==> config.mk <==
export PLATFORM = sky130hd
export DESIGN_NAME = best_beacon_router_table
export DESIGN_NICKNAME = d
export VERILOG_FILES = /design/src/rtl/core/bbrt_pkg.sv /design/src/rtl/core/bbrt_div.sv /design/src/rtl/core/best_beacon_router_table.sv
export SDC_FILE = /design/constraint.sdc
export NUM_CORES = 1
export LEC_CHECK = 0
export BUFFER_PORTS_ARGS = -buffer_cell sky130_fd_sc_hd__buf_2
export CAP_MARGIN = 0
export CORE_ASPECT_RATIO = 1.25
export CORE_MARGIN = 2
export CORE_UTILIZATION = 45
export DETAILED_ROUTE_END_ITERATION = 8
export GPL_TIMING_DRIVEN = 0
export HOLD_SLACK_MARGIN = 0.08
export PLACE_DENSITY_LB_ADDON = 0.1
export SETUP_SLACK_MARGIN = 0.1
export SLEW_MARGIN = 10
export SYNTH_ARGS = -nofsm -noshare
export SYNTH_HDL_FRONTEND = slang
export SYNTH_HIERARCHICAL = 1
export SYNTH_SLANG_ARGS = --single-unit
==> constraint.sdc <==
create_clock -name clk -period 8.2 [get_ports clk]
set_clock_uncertainty 0.15 [all_clocks]
set_input_delay 0.41 -clock clk [delete_from_list [all_inputs] [get_ports clk]]
set_output_delay 0.41 -clock clk [all_outputs]
set_load 0.03 [all_outputs]
==> src/rtl/core/bbrt_pkg.sv <==
// Shared types and fixed widths for the beacon router table.
// No dependencies; used by bbrt_div and best_beacon_router_table.
package bbrt_pkg;

  localparam int unsigned ADDR_W = 32;
  localparam int unsigned RSSI_W = 8;
  localparam int unsigned SMP_W  = 4;
  localparam int unsigned DIFF_W = RSSI_W + 1;

  localparam logic [1:0] SLOT_NONE = 2'd3;

  // request into the serial divider
  typedef struct packed {
    logic              start;
    logic              neg;
    logic [RSSI_W-1:0] mag;
    logic [SMP_W-1:0]  den;
  } div_req_t;

  // answer from the serial divider
  typedef struct packed {
    logic                     done;
    logic signed [DIFF_W-1:0] quot;
  } div_rsp_t;

endpackage

==> src/rtl/core/bbrt_div.sv <==
// Restoring serial divider, one quotient bit per cycle, truncates toward zero.
// Depends on bbrt_pkg for the request and answer structs.
module bbrt_div (
  input  logic              clk,
  input  logic              rst_n,
  input  bbrt_pkg::div_req_t req,
  output bbrt_pkg::div_rsp_t rsp
);

  localparam int unsigned CW = $clog2(bbrt_pkg::RSSI_W);

  logic                            busy_r;
  logic                            done_r;
  logic                            neg_r;
  logic [CW-1:0]                   cnt_r;
  logic [bbrt_pkg::SMP_W-1:0]      rem_r;
  logic [bbrt_pkg::SMP_W-1:0]      den_r;
  logic [bbrt_pkg::RSSI_W-1:0]     dvd_r;

  logic [bbrt_pkg::SMP_W:0]        rem_sh;
  logic                            ge;
  logic [bbrt_pkg::SMP_W:0]        rem_sub;
  logic [bbrt_pkg::DIFF_W-1:0]     q_ext;

  assign rem_sh  = {rem_r, dvd_r[bbrt_pkg::RSSI_W-1]};
  assign ge      = rem_sh >= {1'b0, den_r};
  assign rem_sub = rem_sh - {1'b0, den_r};
  assign q_ext   = {1'b0, dvd_r};

  always_ff @(posedge clk) begin
    if (!rst_n) begin
      busy_r <= 1'b0;
      done_r <= 1'b0;
      cnt_r  <= '0;
    end else begin
      done_r <= 1'b0;
      if (req.start) begin
        busy_r <= 1'b1;
        cnt_r  <= '0;
        rem_r  <= '0;
        dvd_r  <= req.mag;
        den_r  <= req.den;
        neg_r  <= req.neg;
      end else if (busy_r) begin
        rem_r <= ge ? rem_sub[bbrt_pkg::SMP_W-1:0] : rem_sh[bbrt_pkg::SMP_W-1:0];
        dvd_r <= {dvd_r[bbrt_pkg::RSSI_W-2:0], ge};
        cnt_r <= cnt_r + CW'(1);
        if (cnt_r == CW'(bbrt_pkg::RSSI_W - 1)) begin
          busy_r <= 1'b0;
          done_r <= 1'b1;
        end
      end
    end
  end

  assign rsp.done = done_r;
  assign rsp.quot = neg_r ? -$signed(q_ext) : $signed(q_ext);

  // partial remainder never reaches the divisor
  a_rem_bound: assert property (@(posedge clk) disable iff (!rst_n)
    busy_r && !$past(req.start) |-> rem_r < den_r)
    else $error("divider remainder out of range");

  // completion only follows a running division
  a_done_src: assert property (@(posedge clk) disable iff (!rst_n)
    done_r |-> $past(busy_r))
    else $error("divider done without a division");

  // no new start while a division runs
  a_no_restart: assert property (@(posedge clk) disable iff (!rst_n)
    busy_r |-> !req.start)
    else $error("divider restarted while busy");

endmodule

==> src/rtl/core/best_beacon_router_table.sv <==
// Top level of the beacon router table: sequencer, entry storage, output word.
// Depends on bbrt_pkg and bbrt_div (shared serial divider).
//
//  channel | direction | handshake           | payload
//  --------+-----------+---------------------+-------------------------------------------
//  in_     | input     | in_valid / in_stall | beacon_address, beacon_rssi, beacon_tx_power
//  out_    | output    | out_valid/out_stall | taken, slot, entries_in_use, best_*
//
// Steps: one beacon takes an accept step, an address scan (one entry per cycle, up
//   to the match or over all used entries), a decide step when no entry matches, then if
//   taken a prep step, a divide step when the entry already holds a sample, and a
//   strongest-entry scan over the used entries, and a done step. The serial divider and
//   the one-entry-a-cycle table read port set how long a beacon takes.
// Reset: sequencer idle, table empty (sample counts zero), no result pending.
// Stalls: in_stall is high while a beacon is in work; a pending result waits in the
//   output register and only holds the sequencer at its last step.
module best_beacon_router_table #(
  parameter int unsigned TABLE_ENTRIES = 3,
  parameter int unsigned MAX_SAMPLES   = 8
) (
  input  logic                                clk,
  input  logic                                rst_n,
  input  logic                                in_valid,
  output logic                                in_stall,
  input  logic [bbrt_pkg::ADDR_W-1:0]         in_beacon_address,
  input  logic signed [bbrt_pkg::RSSI_W-1:0]  in_beacon_rssi,
  input  logic signed [bbrt_pkg::RSSI_W-1:0]  in_beacon_tx_power,
  output logic                                out_valid,
  input  logic                                out_stall,
  output logic                                out_taken,
  output logic [1:0]                          out_slot,
  output logic [1:0]                          out_entries_in_use,
  output logic [bbrt_pkg::ADDR_W-1:0]         out_best_address,
  output logic signed [bbrt_pkg::RSSI_W-1:0]  out_best_rssi,
  output logic signed [bbrt_pkg::RSSI_W-1:0]  out_best_tx_power
);

  // index width for reads, and a wider count that also holds TABLE_ENTRIES itself
  localparam int unsigned IW = (TABLE_ENTRIES > 1) ? $clog2(TABLE_ENTRIES) : 1;
  localparam int unsigned XW = ($clog2(TABLE_ENTRIES + 1) > 2) ?
                               $clog2(TABLE_ENTRIES + 1) : 2;
  localparam int unsigned SW = bbrt_pkg::SMP_W;
  localparam int unsigned RW = bbrt_pkg::RSSI_W;
  localparam int unsigned DW = bbrt_pkg::DIFF_W;

  typedef enum logic [2:0] {
    ST_IDLE,
    ST_SCAN,
    ST_DECIDE,
    ST_PREP,
    ST_DIV,
    ST_BEST,
    ST_DONE
  } state_t;

  state_t state_r;

  // router table; one read port addressed by idx_r
  logic [bbrt_pkg::ADDR_W-1:0] ent_addr_r [TABLE_ENTRIES];
  logic signed [RW-1:0]        ent_rssi_r [TABLE_ENTRIES];
  logic signed [RW-1:0]        ent_txp_r  [TABLE_ENTRIES];
  logic [SW-1:0]               ent_smp_r  [TABLE_ENTRIES];

  logic [XW-1:0] used_r;
  logic [XW-1:0] idx_r;
  logic [XW-1:0] tgt_r;
  logic [XW-1:0] weak_r;
  logic signed [RW-1:0] weak_rssi_r;
  logic          fresh_r;
  logic          taken_r;
  logic [SW-1:0] den_r;

  // latched beacon
  logic [bbrt_pkg::ADDR_W-1:0] bcn_addr_r;
  logic signed [RW-1:0]        bcn_rssi_r;
  logic signed [RW-1:0]        bcn_txp_r;

  // strongest entry, kept across beacons
  logic [bbrt_pkg::ADDR_W-1:0] best_addr_r;
  logic signed [RW-1:0]        best_rssi_r;
  logic signed [RW-1:0]        best_txp_r;

  logic                        out_valid_r;
  logic                        out_taken_r;
  logic [1:0]                  out_slot_r;
  logic [1:0]                  out_used_r;
  logic [bbrt_pkg::ADDR_W-1:0] out_addr_r;
  logic signed [RW-1:0]        out_rssi_r;
  logic signed [RW-1:0]        out_txp_r;

  // read port
  logic [IW-1:0]               ri;
  logic [bbrt_pkg::ADDR_W-1:0] rd_addr;
  logic signed [RW-1:0]        rd_rssi;
  logic [SW-1:0]               rd_smp;

  logic [XW-1:0]        used_m1;
  logic                 full;
  logic [SW-1:0]        smp_cur;
  logic [SW-1:0]        smp_new;
  logic signed [DW-1:0] diff;
  logic [DW-1:0]        diff_mag;
  logic signed [DW:0]   rssi_sum;
  logic                 out_free;

  bbrt_pkg::div_req_t div_req;
  bbrt_pkg::div_rsp_t div_rsp;

  assign ri      = idx_r[IW-1:0];
  assign rd_addr = ent_addr_r[ri];
  assign rd_rssi = ent_rssi_r[ri];
  assign rd_smp  = ent_smp_r[ri];

  assign used_m1 = used_r - XW'(1);
  assign full    = used_r == XW'(TABLE_ENTRIES);

  // sample count after this beacon, saturating; a new or replaced entry starts over
  assign smp_cur = fresh_r ? '0 : rd_smp;
  assign smp_new = (smp_cur < SW'(MAX_SAMPLES)) ? smp_cur + SW'(1) : smp_cur;

  assign diff     = DW'(bcn_rssi_r) - DW'(rd_rssi);
  assign diff_mag = diff[DW-1] ? DW'(-diff) : DW'(diff);
  assign rssi_sum = (DW+1)'(rd_rssi) + (DW+1)'(div_rsp.quot);

  assign div_req.start = (state_r == ST_PREP) && (smp_new > SW'(1));
  assign div_req.neg   = diff[DW-1];
  assign div_req.mag   = diff_mag[RW-1:0];
  assign div_req.den   = smp_new;

  assign out_free = !out_valid_r || !out_stall;

  bbrt_div u_div (
    .clk   (clk),
    .rst_n (rst_n),
    .req   (div_req),
    .rsp   (div_rsp)
  );

  // sample counts: reset to zero, written when an entry takes a beacon
  always_ff @(posedge clk) begin
    if (!rst_n) begin
      for (int k = 0; k < TABLE_ENTRIES; k++) begin
        ent_smp_r[k] <= '0;
      end
    end else if (state_r == ST_PREP) begin
      ent_smp_r[ri] <= smp_new;
    end
  end

  // address, rssi and tx power: no reset, only entries below used_r are read
  always_ff @(posedge clk) begin
    if (state_r == ST_PREP) begin
      ent_addr_r[ri] <= bcn_addr_r;
      ent_txp_r[ri]  <= bcn_txp_r;
      if (!div_req.start) begin
        ent_rssi_r[ri] <= bcn_rssi_r;
      end
    end else if (state_r == ST_DIV && div_rsp.done) begin
      ent_rssi_r[ri] <= rssi_sum[RW-1:0];
    end
  end

  // sequencer and output word
  always_ff @(posedge clk) begin
    if (!rst_n) begin
      state_r     <= ST_IDLE;
      used_r      <= '0;
      idx_r       <= '0;
      out_valid_r <= 1'b0;
    end else begin
      // the done step reloads the output word itself
      if (out_valid_r && !out_stall && state_r != ST_DONE) begin
        out_valid_r <= 1'b0;
      end
      case (state_r)
        ST_IDLE: begin
          if (in_valid) begin
            bcn_addr_r <= in_beacon_address;
            bcn_rssi_r <= in_beacon_rssi;
            bcn_txp_r  <= in_beacon_tx_power;
            idx_r      <= '0;
            state_r    <= (used_r == '0) ? ST_DECIDE : ST_SCAN;
          end
        end
        ST_SCAN: begin
          if (rd_addr == bcn_addr_r) begin
            // known router: idx_r already points at it
            fresh_r <= 1'b0;
            state_r <= ST_PREP;
          end else begin
            if (idx_r == '0 || rd_rssi < weak_rssi_r) begin
              weak_r      <= idx_r;
              weak_rssi_r <= rd_rssi;
            end
            if (idx_r == used_m1) begin
              state_r <= ST_DECIDE;
            end else begin
              idx_r <= idx_r + XW'(1);
            end
          end
        end
        ST_DECIDE: begin
          fresh_r <= 1'b1;
          if (!full) begin
            idx_r   <= used_r;
            used_r  <= used_r + XW'(1);
            state_r <= ST_PREP;
          end else if (bcn_rssi_r > weak_rssi_r) begin
            idx_r   <= weak_r;
            state_r <= ST_PREP;
          end else begin
            taken_r <= 1'b0;
            state_r <= ST_DONE;
          end
        end
        ST_PREP: begin
          tgt_r   <= idx_r;
          taken_r <= 1'b1;
          den_r   <= smp_new;
          if (div_req.start) begin
            state_r <= ST_DIV;
          end else begin
            idx_r   <= '0;
            state_r <= ST_BEST;
          end
        end
        ST_DIV: begin
          if (div_rsp.done) begin
            idx_r   <= '0;
            state_r <= ST_BEST;
          end
        end
        ST_BEST: begin
          // highest rssi wins, lowest index on ties
          if (idx_r == '0 || rd_rssi > best_rssi_r) begin
            best_addr_r <= rd_addr;
            best_rssi_r <= rd_rssi;
            best_txp_r  <= ent_txp_r[ri];
          end
          if (idx_r == used_m1) begin
            state_r <= ST_DONE;
          end else begin
            idx_r <= idx_r + XW'(1);
          end
        end
        ST_DONE: begin
          if (out_free) begin
            out_valid_r <= 1'b1;
            out_taken_r <= taken_r;
            out_slot_r  <= taken_r ? tgt_r[1:0] : bbrt_pkg::SLOT_NONE;
            out_used_r  <= used_r[1:0];
            out_addr_r  <= best_addr_r;
            out_rssi_r  <= best_rssi_r;
            out_txp_r   <= best_txp_r;
            state_r     <= ST_IDLE;
          end
        end
        default: begin
          state_r <= ST_IDLE;
        end
      endcase
    end
  end

  assign in_stall           = state_r != ST_IDLE;
  assign out_valid          = out_valid_r;
  assign out_taken          = out_taken_r;
  assign out_slot           = out_slot_r;
  assign out_entries_in_use = out_used_r;
  assign out_best_address   = out_addr_r;
  assign out_best_rssi      = out_rssi_r;
  assign out_best_tx_power  = out_txp_r;

  // table never holds more routers than it has slots
  a_used_bound: assert property (@(posedge clk) disable iff (!rst_n)
    used_r <= XW'(TABLE_ENTRIES))
    else $error("used count beyond table size");

  // the filter only divides once an entry has two or more samples
  a_div_den: assert property (@(posedge clk) disable iff (!rst_n)
    state_r == ST_DIV |-> den_r > SW'(1))
    else $error("divide with fewer than two samples");

  // a new result word is only produced at the end of the sequence
  a_out_src: assert property (@(posedge clk) disable iff (!rst_n)
    $rose(out_valid_r) |-> $past(state_r == ST_DONE))
    else $error("result word outside done step");

  // reads stay inside the table while scanning
  a_idx_range: assert property (@(posedge clk) disable iff (!rst_n)
    (state_r == ST_SCAN || state_r == ST_BEST) |-> idx_r < used_r)
    else $error("scan index past used entries");

endmodule

==> flow_summary.toml <==
[status]
status = "completed"

[cts]
cts_htree_levels = 2
clock_path_buffers = 3
cts_tree = "done"
cts-root-buf = "sky130_fd_sc_hd__clkbuf_16"
cts_post_setup_buffers_inserted = 0
clk_pin_slew_worst_paths_ns = 0.06
post_cts_resized = 0
clock_sink_count = 355
clk-insertion-delay-late_ns = 0.54
hold_buffers = 49
cts_buffers = 38

[setup_path]
critPathBufInv = 7
cp_max_fo = 22
critPathKind = "register to register"
worst_setup_path_end_kind = "register"
crit_path_start_kind = "register"
cell_mode_on_critical_path = "sky130_fd_sc_hd__o21a_1"
cp_cell_sequence = "buf_4, buf_6, buf_2, buf_1, buf_1, o21a_1, inv_1, ha_1, nor2b_1, o21a_1, o21a_1, o21a_1, o21a_1, o21ai_0, a21oi_4, buf_12"
path_delay_family = "buffers and inverters"
worst-endpoint-arrival_ns = 5.33
cpMaxStageDelayCell = "sky130_fd_sc_hd__o21ai_0"
timing.critical_path.required_ns = 8.33
max_stage_delay_ns = 0.51

[global_route]
largest_net_degree_at_the_start_of_global_routing = 32
antenna_found_initial = 0
grt_first_pass_wirelength_mm = 52.1
grt_overflow = 0
groute.usage.overall = 0.193
first_global_vias = 9502

[run]
max-cap-violations = 0

[finish]
final_nets = 1381
insertedDiodeCount = 0
final_cell_mix = "sky130_fd_sc_hd__edfxtp_1, sky130_fd_sc_hd__buf_2, sky130_fd_sc_hd__nand2_1, sky130_fd_sc_hd__o21ai_0, sky130_fd_sc_hd__inv_1"
synthesis_to_finish_area_growth_pct = 19.4
final.fill_count = 2773
stdcell_count = 1723
drive_gt1_frac = 0.163
layout.cells.most_common = "sky130_fd_sc_hd__edfxtp_1"

[placement]
numPlacedInstances = 1608
dp_hpwl_mm = 23.2
port-buffer-count = 106
routabilityCongestion = 0.852

[floorplanning]
initial_core_util = 0.458
die_footprint_mm2 = 0.0357
top_level_ports = 107
coreArea_mm2 = 0.0336
die_h_um = 211
die-width_um = 169
rows = 75

[detailed_routing]
dr.first_iter.drc_count = 579
detail_route.wirelength_mm = 34.1
drc = 0
post_drt_via_cell_ratio = 5.41
route.vias.total = 9317
detailedRoute.firstPassIterationCount = 5
wire_per_inst_um = 19.8
final_antenna_net_count = 0

[sta]
final.period_utilization = 0.634
clock_period_minus_worst_slack_ns = 5.19
worstMarginPinSlew_ns = 1.17
finalHoldWorstSlack_ns = 0.103
max_freq_mhz = 192
slew-limit-headroom = 0.213
final-setup-viol-count = 0
finalHoldViolCount = 0
report.final.slew_viol_count = 0
rsz0062_at_grt = "no"

[synth]
netlist_area_mm2 = 0.0154
syn-num-nets = 1178
syn_inst = 1071
yosysWarnings = 6
syn_area_per_cell_um2 = 14.4

[hold_path]
hp-class = "input port to register"
min_from = "out_stall"

[power_and_ir_drop]
power.density_cell_area_mw_per_mm2 = 264
total_leakage_power_nw = 6.56
highest_ir_drop_seen_on_vdd_mv = 0.131
[stage by stage]
stage          setup WS [ns]  total power [mW]  TNS (ns)  area (um2)  utilization
6_report                3.01              4.86         0       18400        0.547
5_1_grt                 2.77              5.08         0       18400        0.547
4_1_cts                 2.98              4.91         0       18400        0.547
3_5_place_dp            2.99              3.18         0       16700        0.496
3_3_place_gp          -0.391              3.17    -18.65       16500        0.490
2_1_floorplan           2.62              2.90         0       15400            -
[layer usage]
layer / track usage / vias up / part of all wire
met5: 0 / - / 0
met4: 0.0793 / 0 / 0.037
met3: 0.0311 / 75 / 0.040
met2: 0.343 / 238 / 0.51
met1: 0.234 / 4543 / 0.42
li1: - / 4461 / -
[power by group]
group | leakage [nW] | internal (mW) | switching, mW
Combinational | 2.75 | 0.394 | 0.564
Sequential | 3.21 | 2.14 | 0.0659
Clock | 0.598 | 1.01 | 0.691
Total | 6.56 | 3.54 | 1.32
[registers in the layout, summed over array words and instances, names as in the netlist, 3 cells and up, named ones only]
register,count
ent_smp_r,16
best_addr_r,32
bcn_addr_r,32
u_div/cnt_r,3
best_rssi_r,8
out_best_tx_power,8
u_div/dvd_r,8
weak_rssi_r,8
ent_addr_r,96
ent_rssi_r,24
out_best_address,32
ent_txp_r,24
u_div/den_r,4
u_div/rem_r,4
best_txp_r,8
bcn_txp_r,8
bcn_rssi_r,8
state_r,3
out_best_rssi,8
[worst reg2reg max path: stages (launching register included)]
cell	delay [ns]
sky130_fd_sc_hd__dfxtp_1	0.44
sky130_fd_sc_hd__buf_4	0.24
sky130_fd_sc_hd__buf_6	0.19
sky130_fd_sc_hd__buf_2	0.25
sky130_fd_sc_hd__buf_1	0.45
sky130_fd_sc_hd__buf_1	0.43
sky130_fd_sc_hd__o21a_1	0.36
sky130_fd_sc_hd__inv_1	0.21
sky130_fd_sc_hd__ha_1	0.32
sky130_fd_sc_hd__nor2b_1	0.14
sky130_fd_sc_hd__o21a_1	0.16
sky130_fd_sc_hd__o21a_1	0.16
sky130_fd_sc_hd__o21a_1	0.16
sky130_fd_sc_hd__o21a_1	0.16
sky130_fd_sc_hd__o21ai_0	0.51
sky130_fd_sc_hd__a21oi_4	0.32
sky130_fd_sc_hd__buf_12	0.26
[worst paths after layout]
check                                             to  cells after the start  slack (ns)
worst max-delay path                  best_addr_r[0]                     16        3.01
worst min-delay path                       out_valid                      3        0.10
worst max register to register        best_addr_r[0]                     16        3.01
worst min register to register  out_best_address[30]                      0        0.27
[cell type report]
type	count	area, um2	area share
repair buffers	163	1210	0.0659
inverters	62	233	0.0127
well taps	423	529	0.0288
clock buffers	46	1010	0.0551
clock inverters	20	211	0.0115
flip-flops and latches	355	10500	0.572
multi-input cells	614	4450	0.242
plain buffers	40	228	0.0124
No activity file was read; power rests on OpenSTA's default activity.
